==> src/hw/rtl/sgm_pkg.sv <==
`timescale 1ns / 1ps
// ----------------------------------------------------------------------------
// Sparse GF(2) matrix-vector core: shared package
// Sizes, action codes and the record that the front end hands to the back end.
// ----------------------------------------------------------------------------
package sgm_pkg;

  localparam int unsigned VEC_LEN = 2048;
  localparam int unsigned VEC_AW  = $clog2(VEC_LEN);
  localparam int unsigned POS_W   = 11;
  localparam int unsigned ROW_W   = 12;
  localparam int unsigned Q_DEPTH = 4;
  localparam int unsigned Q_AW    = $clog2(Q_DEPTH);
  localparam int unsigned Q_CW    = $clog2(Q_DEPTH + 1);

  typedef enum logic [1:0] {
    ACT_LOAD  = 2'd0,
    ACT_ENTRY = 2'd1,
    ACT_CLOSE = 2'd2,
    ACT_PASS  = 2'd3
  } act_e;

  // One classified item as it travels through the queue.
  typedef struct packed {
    act_e             op;
    logic             sub;     // substitution mode was active
    logic [ROW_W-1:0] row;
    logic [POS_W-1:0] pos;
    logic             bitv;
    logic             last;
    logic             col_ok;  // column (or load position) is usable
    logic             row_ok;  // row lies inside the vector
  } item_t;

endpackage

==> src/hw/rtl/sgm_front.sv <==
`timescale 1ns / 1ps
`default_nettype none
// ----------------------------------------------------------------------------
// Sparse GF(2) matrix-vector core: front end
// Holds the mode register and the row counter, and classifies every accepted
// item so that the back end only has to read memory and accumulate.
// ----------------------------------------------------------------------------
module sgm_front (
  input  wire logic                clk_i,
  input  wire logic                rst_ni,
  input  wire logic                psel,
  input  wire logic                penable,
  input  wire logic                pwrite,
  input  wire logic [2:0]          paddr,
  input  wire logic [31:0]         pwdata,
  output logic      [31:0]         prdata,
  output logic                     pready,
  input  wire logic                accept_i,
  input  wire logic [1:0]          action_i,
  input  wire logic [sgm_pkg::POS_W-1:0] position_i,
  input  wire logic                bit_value_i,
  input  wire logic                close_row_i,
  output sgm_pkg::item_t           item_o
);

  logic                        mode_q, mode_d;
  logic [sgm_pkg::ROW_W-1:0]   row_q, row_d;
  sgm_pkg::act_e               act;
  logic                        pos_in_vec;
  logic                        pos_below_row;

  assign pready = 1'b1;
  assign prdata = (paddr[2] == 1'b0) ? {31'd0, mode_q} : 32'd0;

  assign act           = sgm_pkg::act_e'(action_i);
  assign pos_in_vec    = 32'(position_i) < sgm_pkg::VEC_LEN;
  assign pos_below_row = {1'b0, position_i} < row_q;

  always_comb begin
    item_o.op     = act;
    item_o.sub    = mode_q;
    item_o.row    = row_q;
    item_o.pos    = position_i;
    item_o.bitv   = bit_value_i;
    item_o.last   = close_row_i;
    item_o.row_ok = 32'(row_q) < sgm_pkg::VEC_LEN;
    item_o.col_ok = mode_q && (act == sgm_pkg::ACT_ENTRY) ?
                    (pos_in_vec && pos_below_row) : pos_in_vec;
  end

  always_comb begin
    mode_d = mode_q;
    if (psel && penable && pwrite && (paddr[2] == 1'b0)) begin
      mode_d = pwdata[0];
    end
    row_d = row_q;
    if (accept_i) begin
      case (act)
        sgm_pkg::ACT_ENTRY: if (close_row_i) row_d = row_q + 1'b1;
        sgm_pkg::ACT_CLOSE: row_d = row_q + 1'b1;
        sgm_pkg::ACT_PASS:  row_d = '0;
        default:            row_d = row_q;
      endcase
    end
  end

  always_ff @(posedge clk_i or negedge rst_ni) begin
    if (!rst_ni) begin
      mode_q <= 1'b0;
      row_q  <= '0;
    end else begin
      mode_q <= mode_d;
      row_q  <= row_d;
    end
  end

endmodule
`default_nettype wire

==> config.mk <==
export PLATFORM = sky130hd
export DESIGN_NAME = sgm_front
export DESIGN_NICKNAME = d
export VERILOG_FILES = /design/src/hw/rtl/sgm_pkg.sv /design/src/hw/rtl/sgm_front.sv
export SDC_FILE = /design/constraint.sdc
export NUM_CORES = 1
export LEC_CHECK = 0
export ABC_AREA = 1
export BUFFER_PORTS_ARGS = -buffer_cell sky130_fd_sc_hd__clkbuf_2
export CAP_MARGIN = 20
export CORE_MARGIN = 2
export CORE_UTILIZATION = 39
export CTS_CLUSTER_SIZE = 12
export DETAILED_ROUTE_END_ITERATION = 10
export HOLD_SLACK_MARGIN = 0.06
export PLACE_DENSITY = 0.81
export SYNTH_ARGS = -nofsm -noshare
export SYNTH_HDL_FRONTEND = slang
export SYNTH_SLANG_ARGS = --single-unit
==> constraint.sdc <==
create_clock -name clk_i -period 1.56 [get_ports clk_i]
set_input_delay 0.234 -clock clk_i [delete_from_list [all_inputs] [get_ports clk_i]]
set_output_delay 0.234 -clock clk_i [all_outputs]
set_load 0.005 [all_outputs]
==> results of run 1 <==
timing repair:
action                                  in CTS  in global routing
endpoints found under the hold margin       13                  0
buffers inserted                             1                  3
hold buffers                                 1                  0
endpoints found under the setup margin       1                  1
gates resized for setup                      9                 10
pin swaps                                    0                  9
worst max-delay path by stage:
stage | to | slack [ns] | cells past startpoint
after floorplan | item_o[1] | 0.17 | 8
after global placement | item_o[1] | 0.03 | 10
after detailed placement | item_o[1] | 0.01 | 10
after CTS | item_o[1] | -0.26 | 10
after global routing | item_o[1] | -0.38 | 9
final | item_o[1] | -0.28 | 9
per-stage QoR:
step                setup TNS, ns  power [mW]  setup WS (ns)  std cells
floorplan                       0      0.7235         0.1671        239
global placement                0      0.8098        0.03268        300
detailed placement              0      0.8233        0.01372        300
CTS                       -0.2562       1.052        -0.2562        306
global route              -0.3826       1.174        -0.3826        309
finish                    -0.2828       1.067        -0.2828        309
report_power, final:
part	internal (mW)	switching [mW]	total [mW]
Clock	0.0992	0.117	0.216
Sequential	0.375	0.0228	0.397
Combinational	0.204	0.249	0.454
Total	0.678	0.390	1.07
sequential cells by signal (all words and copies together), names as in the netlist:
register / count
row_q: 12
mode_q: 1
cells in the mapped netlist, drive strengths merged:
cell type	count
ha	11
nor3	5
conb	2
dfrtp	13
or2	1
nand3b	1
a21boi	1
nand3	10
a21oi	7
nand4	4
nand2	55
buf	49
nor2	21
inv	24
o21ai	5
kinds of logic after synthesis:
kind of cell               after synthesis
and+or+nand+nor                         97
adders and majority gates               11
DFF                                     13
other                                    2
buffers and inverters                   73
AOI/OAI and AO/OA                       13
layer usage:
metal | global-route usage | vias up | wire length [um] | part of all wire
met4 | 0.04787 | 0 | 25 | 0.0080
met1 | 0.1846 | 591 | 1248 | 0.40
met3 | 0.01736 | 4 | 241 | 0.077
met5 | 0 | - | 0 | 0
met2 | 0.2721 | 62 | 1598 | 0.51
li1 | - | 685 | - | -
critical path: cells and delay by family (launching register included):
family        cells  cell delay [ns]
simple gates      6             0.50
flops             1             0.38
fa+ha+maj         1             0.27
buf+inv           2             0.19
area by class of cell:
class / instances / share of cell area
tap: 46 / 0.03319
clock buffer: 4 / 0.01515
multi-input combinational: 153 / 0.4856
timing repair buffer: 69 / 0.2266
inverter: 24 / 0.05195
sequential: 13 / 0.1876
==> run summary, run 1 <==
Layout cells sized above 1: 0.3612
Pre-Repair DR Iteration Count: 4
Largest family of logic cells by synthesized area: buffers and inverters
Worst path max stage delay: 0.38 ns
LEAKAGE: 0.9860 nW
Syn_area_per_cell: 6.819 sq um
Syn Inst Count: 209
Maximum VDD drop: 276.4 uV
R2r setup slk: 0.25 ns
Yosys cell types: 20
Row count: 21
Compound-Gate Fraction of Synth Area: 0.05004
Drt wl/cell: 10.07 um
ANT nets after route: 0
Peak Freq: 542.6 MHz
Storage element area: 325.3 sq um
Final design utilization: 0.5077
Slew Limit Fails: 0
Worst min-delay path class: input pin to register
Htree depth: 1
Fin crit share: 1.181
Netlist Area Pre-Place: 1425 sq um
Total Wirelength: 3112 um
# diodes: 0
Initial antenna violation count: 0
PnR worst setup slack: -0.2828 ns
YS warnings: 0
Grt ovf: 0
Most frequent cells in the layout: 51 x nand2_1, 50 x clkbuf_2, 32 x conb_1
CTS Root Cell: clkbuf_4
Yosys reg bits: 13
Synth Area in Adders: 0.09658
Critical path cell sequence: inv_2 > ha_4 > nand2_2 > nand3b_1 > nor2_1 > nand2_1 > nand2_2 > nand2_1 > buf_2
Setup crit start kind: register
Clk_lat worst skew: 0.28 ns
Layout area overhead: 21.69%
IO buf count: 51
Worst-path clk slew: 0.08 ns
Crit path DAT: 1.61 ns
Failing checks: negative setup slack
Reg2Reg Depth: 10
Top post-synthesis cells by area: buf_4 25%, dfrtp_1 23%, nand2_1 14%
DR vias: 1342
Area share of the largest cell type after synthesis: 0.2529
Final #Nets: 331
Worst Setup SP: row_q[8]
Vias/cell: 4.343
Slowest cell on the critical path: dfrtp_1
Placed instance area: 1577 sq um
Worst min-delay path endpoint: mode_q
CTS tree: yes
Area fraction in and, or, nand and nor cells after synthesis: 0.2959
Final hold vios: 0
Min-Delay Path Depth: 3
Largest net degree at the start of global routing: 14
CTS max path bufs: 2
Iter 0 DRT Violations: 26
Mux share of post-synthesis cell area: 0
GRT Overall Usage: 0.1500
# Max-Cap Violations: 0
First-pass GRT wire length: 4878 um
Vias in the first global route: 1162
Die area: 4154 sq um
Ports: 119
Power density cells: 615.5 nW/um^2
Starting Density: 0.4172
Clock Skew: 0.002613 ns
Post-synthesis xor/xnor area fraction: 0
RSZ-0062 raised after global routing: yes
Crit path capture type: primary output
Core footprint: 3416 sq um
Status: complete, but fails checks
CP max FO: 2
Final Setup Violations: 1
DRC: 0
Tmin final: 1.843 ns
Worst EP required: 1.33 ns
Post-DP HPWL: 2448 um
Post-layout instance area: 1734 sq um
Hold WS: 0.1975 ns
Seq/Total Area, Yosys: 0.2283
Critical R2R Capture: row_q[10]
Area taken by multi-input logic gates: 842.1 sq um
GPL Wtd Cong: 0.8327
WS Path Type: register to primary output
Chip Width: 64.45 um
CTS sink cnt: 13
Commonest non-fill, non-tap cell in the layout: nand2_1
Leading area contributor after synthesis: buf_4
Total CTS buffers: 3
HP Start: pwdata[0]
Die Y: 64.45 um
Fillers: 376
Crit Reg-Reg Startpoint: row_q[1]
Note: power is estimated with default switching activity, not from simulation.
==> run 2, diff against run 1 <==
- ABC_AREA: 1 -> 0
- CORE_UTILIZATION: 39 -> 38
==> run 2 against run 1 <==
Net effect: the run still ends with negative setup slack left; sequential power up 7.3%; critical path depth is 2 lower; sequential cell count unchanged; global-route usage down 0.78 points; power grew 15%; first-iteration DRC count is 31% lower; cell area down 1.6%; largest power group unchanged; count of clock-buffer cells in the layout stayed put; critical endpoint unchanged; non-clock buffer count is 8 higher; synthesized cell count shrank 24%; via count decreased by 9.7%; utilization up 0.37 points.
==> run summary, run 2 <==
Status: complete, but fails checks
Failing checks: negative setup slack
Biggest regs: row_q (12), mode_q (1)
Vias in the first global route: 1073
Clock Skew: 0.002634 ns
Commonest non-fill, non-tap cell in the layout: clkbuf_2
Peak Freq: 537.8 MHz
Area taken by multi-input logic gates: 784.5 sq um
CTS sink cnt: 13
CTS tree: yes
Row count: 21
Top post-synthesis cells by area: buf_4 27%, dfrtp_1 24%, ha_1 10%
Core footprint: 3337 sq um
Worst min-delay path class: input pin to register
DRC: 0
Final #Nets: 287
Fillers: 339
Iter 0 DRT Violations: 18
Number of synthesized flops with an enable pin: 0
HP Start: pwdata[0]
Area share of the largest cell type after synthesis: 0.2712
First-pass GRT wire length: 4533 um
CP max FO: 3
Die Y: 63.14 um
Final hold vios: 0
Setup TNS: -0.3227 ns
Synth cell count leaders: 48 x buf_4, 13 x dfrtp_1, 12 x inv_1
Grt ovf: 0
Yosys reg bits: 13
Largest net degree at the start of global routing: 14
Worst path max stage delay: 0.39 ns
Slew Limit Fails: 0
Most instantiated library cell after synthesis: buf_4
Biggest register: row_q
Post-DP HPWL: 2292 um
Leading area contributor after synthesis: buf_4
Initial antenna violation count: 0
# diodes: 0
Most frequent cells in the layout: 50 x clkbuf_2, 32 x conb_1, 24 x buf_4
PnR worst setup slack: -0.2993 ns
Chip Width: 63.14 um
Worst EP required: 1.33 ns
RSZ-0062 raised after global routing: yes
Starting Density: 0.3982
Yosys cell types: 30
Worst-path clk slew: 0.09 ns
Post-synth top flop: dfrtp_1
Layout cells sized above 1: 0.4795
Pre-Repair DR Iteration Count: 4
Crit path DAT: 1.63 ns
DR vias: 1212
Setup crit start kind: register
IO buf count: 51
Hold WS: 0.1821 ns
ANT nets after route: 0
Seq/Total Area, Yosys: 0.2448
Maximum VDD drop: 549.6 uV
Ports: 119
Final design utilization: 0.5114
Max reg flops: 12
Worst Setup SP: row_q[5]
YS warnings: 0
# Max-Cap Violations: 0
Die area: 3986 sq um
Pwr Total: 1.231 mW
Async S/R FF share, synth: 1.000
Fin crit share: 1.192
Syn_area_per_cell: 8.410 sq um
Drt wl/cell: 11.03 um
Syn Inst Count: 158
Critical path cell sequence: inv_2 > ha_4 > a21oi_2 > nand2_1 > a41o_1 > a2bb2oi_2 > buf_2
LEAKAGE: 0.8739 nW
Final Setup Violations: 2
Total Wirelength: 2923 um
Crit Reg-Reg Startpoint: row_q[5]
GPL Wtd Cong: 0.7519
Total CTS buffers: 3
CTS max path bufs: 2
Htree depth: 1
Vias/cell: 4.574
Netlist Area Pre-Place: 1329 sq um
Tmin final: 1.859 ns
Slowest cell on the critical path: dfrtp_1
WS Path Type: register to primary output
Layout area overhead: 28.44%
CTS Root Cell: clkbuf_4
GRT Overall Usage: 0.1423
Power density cells: 721.4 nW/um^2
Crit path capture type: primary output
Clk_lat worst skew: 0.28 ns
Storage element area: 325.3 sq um
## run 2: layer usage
layer / part of all wire / vias to the layer above / track usage
met5: 0 / - / 0
met4: 0.022 / 0 / 0.06111
met3: 0.079 / 7 / 0.03036
met2: 0.49 / 64 / 0.2487
met1: 0.41 / 558 / 0.1667
li1: - / 583 / -
## run 2: cell type report
class / count / share of cell area
Clock buffer: 4 / 0.01540
Multi-Input combinational cell: 112 / 0.4597
Sequential cell: 13 / 0.1906
Tap cell: 46 / 0.03372
Timing Repair Buffer: 77 / 0.2676
Inverter: 13 / 0.03299
## run 2: cell families after synthesis
| logic type | synth area share |
|---|---|
| other cells | 0.005652 |
| buf+inv | 0.3239 |
| mux | 0.01695 |
| compound gates | 0.09511 |
| simple gates | 0.1770 |
| flops | 0.2448 |
| xor+xnor | 0.03296 |
| fa+ha+maj | 0.1036 |
## run 2: repair_timing
item                                    in CTS  in global routing
gates cloned                                 0                  0
setup buffers                                4                  4
endpoints found under the setup margin       3                  5
hold buffers                                 1                  0
resized for setup                           14                  9
pin swaps                                   11                  3
hold endpoints to repair                    13                  0
## run 2: stage by stage
step / area, sq um / setup WS (ns) / cells
6_report: 1707 / -0.2993 / 265
4_1_cts: 1645 / -0.2958 / 261
2_1_floorplan: 1448 / 0.002054 / 188
3_3_place_gp: 1520 / -0.1237 / 252
5_1_grt: 1707 / -0.4149 / 265
3_5_place_dp: 1520 / -0.1528 / 252
## run 2: report_power, final
part,internal (mW),switching [mW],leakage (nW)
Combinational,0.313,0.272,0.683
Clock,0.0993,0.122,0.0150
Sequential,0.385,0.0407,0.176
## run 2: final timing paths
check / slack, ns / depth (start not counted) / to
max in group asynchronous: 0.92 / 2 / row_q[2]
min in group asynchronous: 0.38 / 2 / mode_q
worst max-delay path: -0.30 / 7 / item_o[1]
worst max register to register: -0.02 / 5 / row_q[10]
worst min-delay path: 0.18 / 2 / mode_q
worst min register to register: 0.58 / 1 / mode_q
## run 2: critical path, delay by kind of cell, from the launching register on
kind	cells	cell delay [ns]
compound gates	3	0.50
fa+ha+maj	1	0.20
buf+inv	2	0.20
flops	1	0.39
simple gates	1	0.05
==> run 3, diff against run 2 <==
- PLACE_DENSITY: 0.81 -> unset
- PLACE_DENSITY_LB_ADDON: unset -> 0.05
==> run 3 against run 2 <==
Net effect: the flow still finishes with violations (negative setup slack); routed wire length is 0.44% higher; combinational power down 2%; die area is the same; via count decreased by 3.3%; setup slack worse by 0.0020 ns; register-to-register slack got worse by 0.03 ns; power down 0.43%; critical path depth stayed put; non-clock buffer count down 4; first-iteration DRC count is 89% higher; fmax shrank 0.11%; worst hold slack gained 0.00086 ns; largest cell class unchanged; largest power group unchanged; highest routed layer unchanged.
==> run summary, run 3 (synthesis results as in run 2) <==
Biggest regs: row_q (12), mode_q (1)
Critical Path Sink: item_o[1]
CTS sink cnt: 13
Worst min-delay path class: input pin to register
Worst Setup SP: row_q[5]
# diodes: 0
Total CTS buffers: 3
Die Y: 63.14 um
Failing checks: negative setup slack
Total Wirelength: 2936 um
Die area: 3986 sq um
Pre-Repair DR Iteration Count: 4
# Max-Cap Violations: 0
IO buf count: 51
R2r setup slk: -0.05 ns
Drt wl/cell: 11.25 um
GRT Overall Usage: 0.1504
DRC: 0
Hold WS: 0.1830 ns
WS Path Type: register to primary output
Power density cells: 728.4 nW/um^2
CTS Root Cell: clkbuf_4
Crit path capture type: primary output
Status: complete, but fails checks
Starting Density: 0.3982
First-pass GRT wire length: 4761 um
Setup crit start kind: register
Htree depth: 1
RSZ-0062 raised after global routing: yes
Layout cells sized above 1: 0.4605
Final hold vios: 0
Most frequent cells in the layout: 51 x clkbuf_2, 32 x conb_1, 18 x buf_4
Ports: 119
CTS tree: yes
Critical R2R Capture: row_q[10]
Final Setup Violations: 2
Largest net degree at the start of global routing: 14
Vias in the first global route: 1059
LEAKAGE: 0.8603 nW
Vias/cell: 4.490
Core footprint: 3337 sq um
Slew Limit Fails: 0
Grt ovf: 0
Reg2Reg Depth: 5
Final #Nets: 283
Worst EP required: 1.33 ns
Biggest register: row_q
Clk_lat worst skew: 0.28 ns
ANT nets after route: 0
PnR worst setup slack: -0.3013 ns
Placed instance area: 1520 sq um
Worst-path clk slew: 0.08 ns
Post-DP HPWL: 2383 um
Fillers: 346
Chip Width: 63.14 um
Iter 0 DRT Violations: 34
Max reg flops: 12
Fin crit share: 1.193
Commonest non-fill, non-tap cell in the layout: clkbuf_2
DR vias: 1172
Row count: 21
Post-layout instance area: 1683 sq um
GPL Wtd Cong: 0.7001
CTS max path bufs: 2
Tmin final: 1.861 ns
CP max FO: 3
Crit Reg-Reg Startpoint: row_q[5]
Crit path DAT: 1.63 ns
Initial antenna violation count: 0
HP Start: pwdata[0]
Layout area overhead: 26.65%
Peak Freq: 537.3 MHz
Maximum VDD drop: 467.3 uV
Clock Skew: 0.001764 ns
-- run 3: area by class of cell --
type	instances	area [sq um]	area share
timing repair buffer	73	434.2	0.2580
multi-input combinational	112	780.7	0.4639
tap	46	57.56	0.03420
sequential	13	327.8	0.1948
inverter	13	56.30	0.03346
clock buffer	4	26.28	0.01561
-- run 3: metal layers --
layer	routed length, um	up-vias	share of wire	global-route usage
met1	1134	536	0.39	0.1741
met3	238	4	0.081	0.01964
li1	-	573	-	-
met5	0	-	0	0
met4	32	0	0.011	0.05833
met2	1530	59	0.52	0.2779
-- run 3: power by group --
part           switching (mW)  internal (mW)  total, mW
Clock                   0.117         0.0993      0.216
Sequential             0.0488          0.388      0.436
Combinational           0.265          0.308      0.573
Total                   0.431          0.795       1.23
-- run 3: worst min path at each step --
stage / endpoint / slack (ns) / cells past startpoint
after floorplan: mode_q / -0.06 / 0
after global placement: row_q[7] / 0.15 / 1
after detailed placement: row_q[7] / 0.16 / 1
after CTS: mode_q / 0.18 / 2
after global routing: mode_q / 0.18 / 2
final: mode_q / 0.18 / 2
-- run 3: metrics by stage --
stage	util	total power [mW]	TNS, ns	cells	setup WS [ns]
floorplan	-	0.7521	0	188	0.002054
global placement	0.4556	0.9167	-0.1200	252	-0.1200
detailed placement	0.4556	0.9324	-0.1586	252	-0.1367
CTS	0.4927	1.198	-0.3382	261	-0.2934
global route	0.5043	1.350	-0.7013	261	-0.4370
finish	0.5043	1.226	-0.3481	261	-0.3013
-- run 3: critical path: stages, from the launching register on --
cell and delay (ns):
dfrtp_1 0.40, inv_2 0.08, ha_4 0.20, a21oi_2 0.11, nand2_1 0.06, a41o_1 0.24, a2bb2oi_2 0.13, clkbuf_2 0.12
-- run 3: repair_timing --
item / CTS / global route
endpoints found under the hold margin: 13 / 0
setup endpoints to repair: 3 / 5
pin swaps: 8 / 2
hold buffers: 1 / 0
buffers inserted: 4 / 0
resized for setup: 13 / 10
